## src/hdl/cbps_pkg.sv

```systemverilog
// shared constants and types of the code byte pattern scanner
`default_nettype none
package cbps_pkg;

    localparam int MAX_PATTERN   = 16;
    localparam int PAT_REG_BYTES = 16;
    localparam int LEN_W         = 5;
    localparam int MODE_W        = 2;
    localparam int ADDR_W        = 48;
    localparam int SEG_W         = 8;
    localparam int CFG_DATA_W    = 64;
    localparam int CFG_IDX_W     = 3;
    localparam int PAT_IDX_W     = $clog2(PAT_REG_BYTES);

    // effective length cap: the smaller of the register size and the window
    localparam int EFF_CAP = (MAX_PATTERN < PAT_REG_BYTES) ? MAX_PATTERN : PAT_REG_BYTES;

    typedef enum logic [CFG_IDX_W-1:0] {
        REG_PATTERN_LOW  = 3'd0,
        REG_PATTERN_HIGH = 3'd1,
        REG_PATTERN_LEN  = 3'd2,
        REG_SCAN_MODE    = 3'd3,
        REG_FILE_BASE    = 3'd4,
        REG_VADDR_BASE   = 3'd5,
        REG_SEGMENT_NUM  = 3'd6
    } cfg_reg_t;

    typedef enum logic {
        KIND_PATTERN = 1'b0,
        KIND_XRSTOR  = 1'b1
    } match_kind_t;

    localparam logic [63:0]        RST_PATTERN_LOW = 64'h0000_0000_00EF_010F;
    localparam logic [LEN_W-1:0]   RST_PATTERN_LEN = 5'd3;
    localparam logic [MODE_W-1:0]  RST_SCAN_MODE   = 2'd3;

    localparam int MODE_PATTERN_BIT = 0;
    localparam int MODE_XRSTOR_BIT  = 1;

    // xrstor encoding: 0F AE /5 with a memory operand
    localparam logic [7:0] XR_OP0     = 8'h0F;
    localparam logic [7:0] XR_OP1     = 8'hAE;
    localparam logic [7:0] MODRM_MOD  = 8'hC0;
    localparam logic [7:0] MODRM_REG  = 8'h38;
    localparam logic [7:0] MODRM_XRST = 8'h28;

    typedef struct packed {
        logic shift;
        logic clear;
    } cell_ctrl_t;

endpackage
`default_nettype wire

```

## src/hdl/cbps_if.sv

```systemverilog
// request channel interfaces of the code byte pattern scanner
`default_nettype none
interface cbps_in_if;
    logic       valid;
    logic       ready;
    logic [7:0] code_byte;
    logic       segment_end;

    modport source (output valid, output code_byte, output segment_end, input ready);
    modport sink   (input valid, input code_byte, input segment_end, output ready);
endinterface

interface cbps_out_if;
    logic                            valid;
    logic                            ready;
    logic                            match_kind;
    logic [cbps_pkg::SEG_W-1:0]      seg_index;
    logic [cbps_pkg::ADDR_W-1:0]     file_offset;
    logic [cbps_pkg::ADDR_W-1:0]     vm_address;
    logic [cbps_pkg::ADDR_W-1:0]     seg_offset;
    logic                            last_result;

    modport source (output valid, output match_kind, output seg_index, output file_offset,
                    output vm_address, output seg_offset, output last_result, input ready);
    modport sink   (input valid, input match_kind, input seg_index, input file_offset,
                    input vm_address, input seg_offset, input last_result, output ready);
endinterface
`default_nettype wire

```

## src/hdl/code_byte_pattern_scanner_unit.sv

```systemverilog
// top level of the code byte pattern scanner: cell chain, hit stage and output register
//
// code_in carries one code byte per request plus segment_end on a segment's last byte.
// match_out carries one report per request: kind, segment number, file offset, virtual
// address, segment offset and last_result on the final report of a byte.
// cfg_we/cfg_index/cfg_data write the seven setup registers; write only while idle.
// a byte enters the cell chain on acceptance; each cell compares the byte landing in it
// with its pattern byte in the same cycle, so the hits are known at the accepting edge
// and registered in the hit stage.
// a report passes from the hit stage through the output register to match_out.
// throughput: one byte per cycle while each byte gives at most one report and match_out
// does not stall; a byte that gives both reports holds the input until its second report
// is loaded, since the output register moves one report per cycle.
// when match_out stalls, the output register holds and the hit stage keeps its hits;
// code_in drops ready once the hit stage has work that cannot drain this cycle.
// reset empties the window, clears the segment offset and the pending reports, and
// loads the register defaults (pattern 0F 01 EF, length 3, both searches on).
// after segment_end the window and the offset clear, so no match spans two segments.
`default_nettype none
module code_byte_pattern_scanner_unit (
    input  wire logic                                clk,
    input  wire logic                                rst_n,
    cbps_in_if.sink                                  code_in,
    cbps_out_if.source                               match_out,
    input  wire logic                                cfg_we,
    input  wire logic [cbps_pkg::CFG_IDX_W-1:0]      cfg_index,
    input  wire logic [cbps_pkg::CFG_DATA_W-1:0]     cfg_data
);

    localparam int NCELL = cbps_pkg::MAX_PATTERN;
    localparam int AW    = cbps_pkg::ADDR_W;
    localparam int LW    = cbps_pkg::LEN_W;

    // setup registers
    logic [63:0]                    pat_low_reg;
    logic [63:0]                    pat_high_reg;
    logic [LW-1:0]                  pat_len_reg;
    logic [cbps_pkg::MODE_W-1:0]    scan_mode_reg;
    logic [AW-1:0]                  file_base_reg;
    logic [AW-1:0]                  vaddr_base_reg;
    logic [cbps_pkg::SEG_W-1:0]     seg_num_reg;

    always_ff @(posedge clk or negedge rst_n)
    begin
        if (!rst_n)
        begin
            pat_low_reg    <= cbps_pkg::RST_PATTERN_LOW;
            pat_high_reg   <= '0;
            pat_len_reg    <= cbps_pkg::RST_PATTERN_LEN;
            scan_mode_reg  <= cbps_pkg::RST_SCAN_MODE;
            file_base_reg  <= '0;
            vaddr_base_reg <= '0;
            seg_num_reg    <= '0;
        end
        else if (cfg_we)
        begin
            unique case (cbps_pkg::cfg_reg_t'(cfg_index))
                cbps_pkg::REG_PATTERN_LOW:  pat_low_reg    <= cfg_data;
                cbps_pkg::REG_PATTERN_HIGH: pat_high_reg   <= cfg_data;
                cbps_pkg::REG_PATTERN_LEN:  pat_len_reg    <= cfg_data[LW-1:0];
                cbps_pkg::REG_SCAN_MODE:    scan_mode_reg  <= cfg_data[cbps_pkg::MODE_W-1:0];
                cbps_pkg::REG_FILE_BASE:    file_base_reg  <= cfg_data[AW-1:0];
                cbps_pkg::REG_VADDR_BASE:   vaddr_base_reg <= cfg_data[AW-1:0];
                cbps_pkg::REG_SEGMENT_NUM:  seg_num_reg    <= cfg_data[cbps_pkg::SEG_W-1:0];
                default:                    ;  // index beyond the list is ignored
            endcase
        end
    end

    // effective pattern length, capped at register size and window depth
    logic [LW-1:0] eff_len;
    always_comb
    begin
        eff_len = pat_len_reg;
        if (pat_len_reg > LW'(cbps_pkg::EFF_CAP))
        begin
            eff_len = LW'(cbps_pkg::EFF_CAP);
        end
    end

    // pattern bytes, byte 0 in the low bits of pattern_low
    logic [8*cbps_pkg::PAT_REG_BYTES-1:0] pat_all;
    logic [7:0] pat_bytes [cbps_pkg::PAT_REG_BYTES];
    assign pat_all = {pat_high_reg, pat_low_reg};
    always_comb
    begin
        for (int k = 0; k < cbps_pkg::PAT_REG_BYTES; k++)
        begin
            pat_bytes[k] = pat_all[8*k +: 8];
        end
    end

    // handshake
    logic in_fire;
    assign in_fire = code_in.valid && code_in.ready;

    cbps_pkg::cell_ctrl_t cell_ctrl;
    assign cell_ctrl.shift = in_fire;
    assign cell_ctrl.clear = code_in.segment_end;

    // chain of window cells, cell 0 holds the newest byte
    logic [7:0]       win_byte  [NCELL];
    logic [NCELL-1:0] win_valid;
    logic [NCELL-1:0] cell_ok;

    for (genvar j = 0; j < NCELL; j++)
    begin : g_cell
        logic [7:0]    byte_in;
        logic          valid_in;
        logic          in_range;
        logic [LW-1:0] pat_idx;

        if (j == 0)
        begin : g_head
            assign byte_in  = code_in.code_byte;
            assign valid_in = 1'b1;
        end
        else
        begin : g_body
            assign byte_in  = win_byte[j-1];
            assign valid_in = win_valid[j-1];
        end

        // window position j pairs with pattern byte len-1-j
        assign in_range = (j < cbps_pkg::PAT_REG_BYTES) && (LW'(j) < eff_len);
        assign pat_idx  = LW'(eff_len - LW'(j + 1));

        cbps_cell u_cell (
            .clk       (clk),
            .rst_n     (rst_n),
            .ctrl      (cell_ctrl),
            .byte_in   (byte_in),
            .valid_in  (valid_in),
            .pat_byte  (pat_bytes[pat_idx[cbps_pkg::PAT_IDX_W-1:0]]),
            .in_range  (in_range),
            .byte_out  (win_byte[j]),
            .valid_out (win_valid[j]),
            .ok        (cell_ok[j])
        );
    end

    // hits for the byte now being accepted
    logic pat_hit;
    logic xr_hit;
    logic [7:0] modrm;
    assign modrm   = code_in.code_byte;
    assign pat_hit = scan_mode_reg[cbps_pkg::MODE_PATTERN_BIT] && (eff_len != '0) && (&cell_ok);
    assign xr_hit  = scan_mode_reg[cbps_pkg::MODE_XRSTOR_BIT] && win_valid[1]
                     && (win_byte[1] == cbps_pkg::XR_OP0)
                     && (win_byte[0] == cbps_pkg::XR_OP1)
                     && ((modrm & cbps_pkg::MODRM_MOD) != cbps_pkg::MODRM_MOD)
                     && ((modrm & cbps_pkg::MODRM_REG) == cbps_pkg::MODRM_XRST);

    // segment offset of the incoming byte
    logic [AW-1:0] pos_reg;
    logic [AW-1:0] pos_next;
    always_comb
    begin
        pos_next = pos_reg;
        if (in_fire)
        begin
            pos_next = code_in.segment_end ? '0 : pos_reg + AW'(1);
        end
    end

    always_ff @(posedge clk or negedge rst_n)
    begin
        if (!rst_n)
        begin
            pos_reg <= '0;
        end
        else
        begin
            pos_reg <= pos_next;
        end
    end

    // hit stage: up to two pending reports of one byte
    logic          hit_pat_reg;
    logic          hit_pat_next;
    logic          hit_xr_reg;
    logic          hit_xr_next;
    logic [AW-1:0] pat_start_reg;
    logic [AW-1:0] xr_start_reg;

    logic out_valid_reg;
    logic out_valid_next;
    logic hit_busy;
    logic out_load;
    logic sel_pat;
    logic sel_last;

    assign hit_busy = hit_pat_reg || hit_xr_reg;
    assign out_load = hit_busy && (!out_valid_reg || match_out.ready);
    assign sel_pat  = hit_pat_reg;                   // pattern report goes first
    assign sel_last = !(hit_pat_reg && hit_xr_reg);

    assign code_in.ready = !hit_busy || (out_load && sel_last);

    always_comb
    begin
        hit_pat_next = hit_pat_reg;
        hit_xr_next  = hit_xr_reg;
        if (in_fire)
        begin
            hit_pat_next = pat_hit;
            hit_xr_next  = xr_hit;
        end
        else if (out_load)
        begin
            if (sel_pat)
            begin
                hit_pat_next = 1'b0;
            end
            else
            begin
                hit_xr_next = 1'b0;
            end
        end
    end

    always_ff @(posedge clk or negedge rst_n)
    begin
        if (!rst_n)
        begin
            hit_pat_reg <= 1'b0;
            hit_xr_reg  <= 1'b0;
        end
        else
        begin
            hit_pat_reg <= hit_pat_next;
            hit_xr_reg  <= hit_xr_next;
        end
    end

    always_ff @(posedge clk)
    begin
        if (in_fire)
        begin
            pat_start_reg <= pos_reg - (AW'(eff_len) - AW'(1));
            xr_start_reg  <= pos_reg - AW'(2);
        end
    end

    // output register
    logic                           out_kind_reg;
    logic [cbps_pkg::SEG_W-1:0]     out_seg_reg;
    logic [AW-1:0]                  out_file_reg;
    logic [AW-1:0]                  out_vaddr_reg;
    logic [AW-1:0]                  out_off_reg;
    logic                           out_last_reg;
    logic [AW-1:0]                  sel_start;

    assign sel_start = sel_pat ? pat_start_reg : xr_start_reg;

    always_comb
    begin
        out_valid_next = out_valid_reg;
        if (out_load)
        begin
            out_valid_next = 1'b1;
        end
        else if (match_out.ready)
        begin
            out_valid_next = 1'b0;
        end
    end

    always_ff @(posedge clk or negedge rst_n)
    begin
        if (!rst_n)
        begin
            out_valid_reg <= 1'b0;
        end
        else
        begin
            out_valid_reg <= out_valid_next;
        end
    end

    always_ff @(posedge clk)
    begin
        if (out_load)
        begin
            out_kind_reg  <= sel_pat ? cbps_pkg::KIND_PATTERN : cbps_pkg::KIND_XRSTOR;
            out_seg_reg   <= seg_num_reg;
            out_file_reg  <= file_base_reg + sel_start;
            out_vaddr_reg <= vaddr_base_reg + sel_start;
            out_off_reg   <= sel_start;
            out_last_reg  <= sel_last;
        end
    end

    assign match_out.valid       = out_valid_reg;
    assign match_out.match_kind  = out_kind_reg;
    assign match_out.seg_index   = out_seg_reg;
    assign match_out.file_offset = out_file_reg;
    assign match_out.vm_address  = out_vaddr_reg;
    assign match_out.seg_offset  = out_off_reg;
    assign match_out.last_result = out_last_reg;

endmodule
`default_nettype wire

```

## src/hdl/cbps_cell.sv

```systemverilog
// one window cell: holds a byte and its valid flag, compares against a pattern byte
`default_nettype none
module cbps_cell (
    input  wire logic                 clk,
    input  wire logic                 rst_n,
    input  wire cbps_pkg::cell_ctrl_t ctrl,
    input  wire logic [7:0]           byte_in,
    input  wire logic                 valid_in,
    input  wire logic [7:0]           pat_byte,
    input  wire logic                 in_range,
    output logic [7:0]                byte_out,
    output logic                      valid_out,
    output logic                      ok
);

    logic [7:0] byte_reg;
    logic       valid_reg;
    logic       valid_next;

    // checked against the byte that lands here on this shift
    assign ok = !in_range || (valid_in && (byte_in == pat_byte));

    always_comb
    begin
        valid_next = valid_reg;
        if (ctrl.shift)
        begin
            valid_next = ctrl.clear ? 1'b0 : valid_in;
        end
    end

    always_ff @(posedge clk or negedge rst_n)
    begin
        if (!rst_n)
        begin
            valid_reg <= 1'b0;
        end
        else
        begin
            valid_reg <= valid_next;
        end
    end

    always_ff @(posedge clk)
    begin
        if (ctrl.shift)
        begin
            byte_reg <= byte_in;
        end
    end

    assign byte_out  = byte_reg;
    assign valid_out = valid_reg;

endmodule
`default_nettype wire

```

## src/flat_wrapper.sv

```systemverilog
// flat-port wrapper written by rule: the top's interface ports become plain ports
module code_byte_pattern_scanner_unit_flat 
  (clk, rst_n, cfg_we, cfg_index, cfg_data, code_in_valid, code_in_code_byte, code_in_segment_end, code_in_ready, match_out_valid, match_out_match_kind, match_out_seg_index, match_out_file_offset, match_out_vm_address, match_out_seg_offset, match_out_last_result, match_out_ready);
  cbps_in_if code_in_i ();
  cbps_out_if match_out_i ();
  input  wire logic clk;
  input  wire logic rst_n;
  input  wire logic cfg_we;
  input  wire logic [cbps_pkg::CFG_IDX_W-1:0] cfg_index;
  input  wire logic [cbps_pkg::CFG_DATA_W-1:0] cfg_data;
  input wire logic [$bits(code_in_i.valid)-1:0] code_in_valid;
  input wire logic [$bits(code_in_i.code_byte)-1:0] code_in_code_byte;
  input wire logic [$bits(code_in_i.segment_end)-1:0] code_in_segment_end;
  output wire logic [$bits(code_in_i.ready)-1:0] code_in_ready;
  output wire logic [$bits(match_out_i.valid)-1:0] match_out_valid;
  output wire logic [$bits(match_out_i.match_kind)-1:0] match_out_match_kind;
  output wire logic [$bits(match_out_i.seg_index)-1:0] match_out_seg_index;
  output wire logic [$bits(match_out_i.file_offset)-1:0] match_out_file_offset;
  output wire logic [$bits(match_out_i.vm_address)-1:0] match_out_vm_address;
  output wire logic [$bits(match_out_i.seg_offset)-1:0] match_out_seg_offset;
  output wire logic [$bits(match_out_i.last_result)-1:0] match_out_last_result;
  input wire logic [$bits(match_out_i.ready)-1:0] match_out_ready;
  assign code_in_i.valid = code_in_valid;
  assign code_in_i.code_byte = code_in_code_byte;
  assign code_in_i.segment_end = code_in_segment_end;
  assign code_in_ready = code_in_i.ready;
  assign match_out_valid = match_out_i.valid;
  assign match_out_match_kind = match_out_i.match_kind;
  assign match_out_seg_index = match_out_i.seg_index;
  assign match_out_file_offset = match_out_i.file_offset;
  assign match_out_vm_address = match_out_i.vm_address;
  assign match_out_seg_offset = match_out_i.seg_offset;
  assign match_out_last_result = match_out_i.last_result;
  assign match_out_i.ready = match_out_ready;
  code_byte_pattern_scanner_unit u_core (.clk(clk), .rst_n(rst_n), .code_in(code_in_i), .match_out(match_out_i), .cfg_we(cfg_we), .cfg_index(cfg_index), .cfg_data(cfg_data));
endmodule
```

## config.mk

```make
export PLATFORM = sky130hd
export DESIGN_NAME = code_byte_pattern_scanner_unit_flat
export DESIGN_NICKNAME = d
export VERILOG_FILES = /design/src/hdl/cbps_pkg.sv /design/src/hdl/cbps_if.sv /design/src/hdl/code_byte_pattern_scanner_unit.sv /design/src/hdl/cbps_cell.sv /design/src/flat_wrapper.sv
export SDC_FILE = /design/constraint.sdc
export NUM_CORES = 2
export LEC_CHECK = 0
export BUFFER_PORTS_ARGS = -buffer_cell sky130_fd_sc_hd__buf_2
export CORE_MARGIN = 2
export CORE_UTILIZATION = 55
export CTS_CLUSTER_DIAMETER = 80
export DETAILED_ROUTE_END_ITERATION = 8
export PLACE_DENSITY = 0.76
export SYNTH_ARGS = -nofsm -noshare
export SYNTH_HDL_FRONTEND = slang
export SYNTH_SLANG_ARGS = --single-unit
```

## constraint.sdc

```tcl
create_clock -name clk -period 7.83 [get_ports clk]
set_input_delay 1.1745 -clock clk [delete_from_list [all_inputs] [get_ports clk]]
set_output_delay 1.1745 -clock clk [all_outputs]
set_load 0.005 [all_outputs]
```

# Word-level counts from Yosys, hierarchy flattened
# Index checks and enable logic that the tools add are counted.
# W data, S select, Z words.
[totals]
in_bits = 81
regBits = 675
out_inout_bits = 156
wordCells = 298
[classes]
n_eq_ne = 27
order_cmp = 33
muxes = 74
addsub = 22
reduce_logical = 77
n_bitwise = 16
[ops]
columns = ["operator", "n"]
rows = [
  ["$bmux W8 S4", 16],
  ["$mux W8", 32],
  ["$eq A8 B8 Y1", 16],
  ["$add A48 B48 Y48", 2],
  ["$mux W48", 2],
  ["$ge A5 B5 Y1 const B", 16],
  ["$not A4 Y5", 16],
  ["$add A48 B1 Y48 const B", 1],
  ["$sub A48 B2 Y48 const B", 1],
  ["$sub A48 B48 Y48", 1],
  ["$lt A4 B5 Y1 const A", 8],
  ["$sub A4 B4 Y4 const B", 8],
  ["$logic_and A1 B1 Y1", 26],
  ["$mux W1", 23],
  ["$lt A3 B5 Y1 const A", 4],
  ["$logic_not A1 Y1", 19],
  ["$logic_or A1 B1 Y1", 19],
  ["$reduce_and A16 Y1", 1],
  ["$reduce_and A2 Y1", 8],
  ["$sub A4 B3 Y4 const B", 4],
  ["$eq A3 B3 Y1 const B", 4],
  ["$lt A1 B5 Y1 const A", 2],
  ["$lt A2 B5 Y1 const A", 2],
  ["$eq A8 B4 Y1 const B", 1],
  ["13 further kinds", 17],
]

# Depth between registers and ports, before layout
[depth]
word_depth = 13
mapped_depth = 23
depth_no_buf = 17

# Hierarchy
# A second synthesis with hierarchy kept.
[hier_totals]
hier_cells = 3315
hier_area_um2 = 40027.1
[modules_own_cells]
columns = ["mod", "seq_area_each_um2", "area_each_um2", "cells_per_inst", "n_inst"]
rows = [
  ["code_byte_pattern_scanner_unit", 14784.2, 33961.3, 2931, 1],
  ["cbps_cell", 265.3, 379.1, 24, 16],
]

# Least setup slack after synthesis
# No wires, ideal clock.
[synth_path]
path_type = "input to register"
start = "input match_out_ready"
end = "register u_core.pos_reg[1]"
n_path_buf = 2
setup_slack_ns = -1.021
t_arrival_ns = 8.419
stages = 7
setup_ns = 0.432
required_time_ns = 7.398
cell_sequence = "nor2b_1 maj3_1 nand2b_1 inv_1 clkbuf_1 buf_1 o21ai_0"
[synth_between]
elab_chain_len = 5
[synth_rtl]
columns = ["element", "line_no", "source"]
rows = [
  ["from (decl)", "flat_wrapper.sv:22", "input wire logic [$bits(match_out_i.ready)-1:0] match_out_ready;"],
  ["$logic_or A1 B1 Y1", "code_byte_pattern_scanner_unit.sv:194", "assign out_load = hit_busy && (!out_valid_reg || match_out.ready);"],
  ["$logic_and A1 B1 Y1", "code_byte_pattern_scanner_unit.sv:194", ""],
  ["$logic_and A1 B1 Y1", "code_byte_pattern_scanner_unit.sv:198", "assign code_in.ready = !hit_busy || (out_load && sel_last);"],
  ["$logic_or A1 B1 Y1", "code_byte_pattern_scanner_unit.sv:198", ""],
  ["$logic_and A1 B1 Y1", "code_byte_pattern_scanner_unit.sv:95", "assign in_fire = code_in.valid && code_in.ready;"],
  ["named net u_core.in_fire", "code_byte_pattern_scanner_unit.sv:94", "logic in_fire;"],
  ["to (signal assigned)", "code_byte_pattern_scanner_unit.sv:174", "pos_reg <= pos_next;"],
  ["to (decl)", "code_byte_pattern_scanner_unit.sv:155", "logic [AW-1:0] pos_reg;"],
]
# The timed path passes the listed nets, and every way through them passes these cells.
# A chain may end at the register's enable or synchronous reset.

# Final worst setup path
[layout_path]
start = "register u_core.hit_pat_reg"
end = "register u_core.out_file_reg[47], in the netlist u_core.match_out.file_offset[47], data pin"
[layout_between]
elab_chain_len = 2
[layout_rtl]
columns = ["element", "line_no", "source"]
rows = [
  ["from (decl)", "code_byte_pattern_scanner_unit.sv:179", "logic hit_pat_reg;"],
  ["from (signal assigned)", "code_byte_pattern_scanner_unit.sv:231", "hit_pat_reg <= hit_pat_next;"],
  ["$mux W48", "code_byte_pattern_scanner_unit.sv:254", "assign sel_start = sel_pat ? pat_start_reg : xr_start_reg;"],
  ["named net u_core.sel_start[1]", "code_byte_pattern_scanner_unit.sv:252", "logic [AW-1:0] sel_start;"],
  ["$add A48 B48 Y48", "code_byte_pattern_scanner_unit.sv:287", "out_file_reg <= file_base_reg + sel_start;"],
  ["to (signal assigned)", "code_byte_pattern_scanner_unit.sv:287", ""],
  ["to (decl)", "code_byte_pattern_scanner_unit.sv:248", "logic [AW-1:0] out_file_reg;"],
]
# The timed path passes the listed nets, and every way through them passes these cells.

==> reports/results.ini <==
[sta]
final.period_utilization_pct=74.4
rsz0062_at_grt=no
setup_violations=0
period_minus_slack_ns=5.82
fmax_ghz=0.172
hold_ws_ns=0.443
setup_ws_ns=2.01
finalSetupTns_ns=0
fin_skew_ns=0.0280
hold_viol=0
relSlewSlack_pct=11.0
slew_violations=0
tightest_slew_ns=1.30

[setup_path]
slowest_stage=dfrtp_2
cp_data_required_time_ns=8.19
cp_max_fo=38
crit_type=register to register
startpoint_type=register
rrSetupSlack_ns=2.01
r2r_start=u_core.hit_pat_reg
reg2reg_depth=15
crit_chain=mux2i_1, inv_1, ha_1, a211oi_1, o211ai_1, a31oi_1, o211a_1, o31ai_1, buf_4, a211o_1, a21oi_1, o41ai_1, a2111oi_0, o31ai_1, xnor2_1
critical_path.most_common_cell=o31ai_1
cp_slowest_stage_delay_ns=1.03
crit_arrival_ns=6.19
worst_setup_path_end_kind=register
r2r_end=u_core.match_out.file_offset[47]

[synth]
yosysUniqueCellTypes=105
yosysWarnings=0
yosys_most_used_dff=edfxtp_1
synth_top_area_share_pct=26.4
ys_ff_latch=675
synth-seq-area-share_pct=44.6
syn-num-nets=3917
ys_top_cells_by_count=edfxtp_1, mux2_2, dfrtp_1, nand2_1, nor2_1
synthTopCellsByArea=edfxtp_1, dfrtp_1, mux2_2, mux4_2, mux2i_1
synth_area_um2=42000
yosysMostFrequentCell=edfxtp_1
synth_edf_count=370
yosysTopAreaCell=edfxtp_1
synthCells=3686
async_flop_share_pct=45.2
synth.avg_cell_area_um2=11.4

[power_and_ir_drop]
clockPowerShare_pct=23.9
p_sw_share_pct=39.6
ir_drop_mv=0.191
seqPwrFrac_pct=32.1
powerDensity_nw_per_um2=323
p_sw_uw=5950
combPwrFrac_pct=44.0
p_int_uw=9060
leakage_uw=0.0189

[die]
ios=237
dieArea_um2=78700
die_y_um=280
initial_core_util_pct=55.4
fp-row-count=101
die_w_um=280
core-area_um2=75800

[grt]
met2_usage_pct=50.8
grt_pass1_vias=30700
grt_max_degree=165
use_met1_pct=47.7
track_usage_pct=34.5
gr-max-usage-layer=met2
grt_use_met3_pct=9.68
overflow=0
antenna_found_initial=10
grt_pass1_wl_mm=201

[detailed_routing]
firstDrtPassIters=8
drc_errors=0
finalWirelength_mm=137
vias_per_cell=6.67
drt_iter0_drc=4125
ant_nets=0
via_count=32700
wl_per_cell_um=28.1

[run_status]
status=complete, no violations

[clock_tree]
worstSkewPairLatency_ns=0.64
ctsResizeCount=0
htree_levels=3
cts.path.max_buffers=3
cts_root_buf=clkbuf_16
postCtsHoldBufs=0
cts.clk_slew.worst_paths_ns=0.06
cts_buffers=74
post_cts_buffers=0
cts_num_sinks=675
cts_tree=yes

[placement]
gp_congestion=1.03
dp_slack_ns=2.06
hpwl_mm=104
numPortBuffers=236
placed_cells=4754

[min_path]
hold_start=u_core.seg_num_reg[0]
holdPathEnd=u_core.match_out.seg_index[0]
whs_path_depth=0
hold_class=register to register

[cells_and_area]
fin_cells=4898
fillers=6034
register_area_um2=18800
synthToLayoutAreaGrowth_pct=10.6
nets=4083
multi_input_area_um2=22100
largest_reg_flops=120
drive_gt1_share_pct=21.9

[flow_run]
max-cap-violations=0

critical path: cells and delay by family (launching register included):
| family | cells | cell delay [ns] |
|---|---|---|
| adders and majority gates | 1 | 0.35 |
| AOI/OAI and AO/OA | 10 | 3.11 |
| muxes | 1 | 0.53 |
| buffers and inverters | 2 | 0.34 |
| xor gates and xnor gates | 1 | 0.16 |
| DFF | 1 | 1.03 |
metal layers:
layer	wire length (um)	up-vias
met5	37	-
met3	16000	338
met4	6660	6
li1	-	14300
met1	55800	16100
met2	59000	1860
metrics by stage:
step                      power (uW)  area [um2]  util [%]
after floorplan                 9200       42000         -
after global placement         11200       44000      58.0
after detailed placement       11200       44000      58.0
after CTS                      14800       46500      61.3
after global routing           15600       46500      61.3
final                          15000       46500      61.3
layout by cell type, fill, tap and decap left out, types with 26 or more instances in the layout:
master / synthesis / layout
o211ai_1: 29 / 29
ha_1: 147 / 147
nand3_1: 78 / 78
and3b_1: 31 / 31
mux4_2: 91 / 91
nand3b_1: 26 / 26
inv_1: 66 / 65
a21oi_1: 174 / 172
o21ai_0: 120 / 120
nand2_1: 235 / 235
nor3_1: 63 / 61
nand4_1: 40 / 40
nor4_1: 33 / 33
a31oi_1: 27 / 27
xor2_1: 146 / 146
edfxtp_1: 370 / 370
mux2i_1: 191 / 191
and3_1: 32 / 32
nor2_1: 213 / 212
a221oi_1: 26 / 26
a211oi_1: 48 / 48
dfrtp_1: 289 / 287
nor2b_1: 35 / 35
o22ai_1: 26 / 26
clkbuf_16: 0 / 79
mux2_2: 293 / 293
a21o_1: 92 / 92
buf_4: 13 / 54
xnor2_1: 174 / 174
nand2b_1: 36 / 36
buf_2: 53 / 235
worst max path at each step:
stage	to	start	depth (start not counted)
finish	u_core.match_out.file_offset[47]	u_core.hit_pat_reg	15
global route	u_core.match_out.file_offset[47]	u_core.hit_pat_reg	15
floorplan	u_core.match_out.file_offset[0]	match_out_ready	2
detailed placement	u_core.match_out.file_offset[47]	u_core.hit_pat_reg	15
CTS	u_core.match_out.file_offset[47]	u_core.hit_pat_reg	15
global placement	u_core.match_out.file_offset[47]	u_core.hit_pat_reg	15
cell families after synthesis:
logic type | Yosys count | share of synthesized area [%]
mux | 582 | 17.5
simple gates | 925 | 11.3
xor+xnor | 322 | 6.77
flops | 675 | 44.6
fa+ha+maj | 152 | 4.57
buf+inv | 274 | 2.96
compound gates | 756 | 12.2
power groups by stage:
stage | registers [uW] | logic [uW] | clock network [uW]
2_1_floorplan | 4600 | 4600 | 0
5_1_grt | 4840 | 6980 | 3780
6_report | 4810 | 6600 | 3590
3_3_place_gp | 4840 | 6320 | 0
4_1_cts | 4780 | 6410 | 3630
3_5_place_dp | 4850 | 6370 | 0
layout make-up:
| class | count | share of cell area (%) |
|---|---|---|
| well taps | 978 | 2.63 |
| diodes | 7 | 0.0377 |
| clock buffers | 112 | 4.73 |
| flip-flops and latches | 675 | 40.4 |
| repair buffers | 292 | 3.52 |
| multi-input cells | 2737 | 47.5 |
| inverters | 72 | 0.603 |
| clock inverters | 25 | 0.630 |
Note: power is estimated with default switching activity, not from simulation.
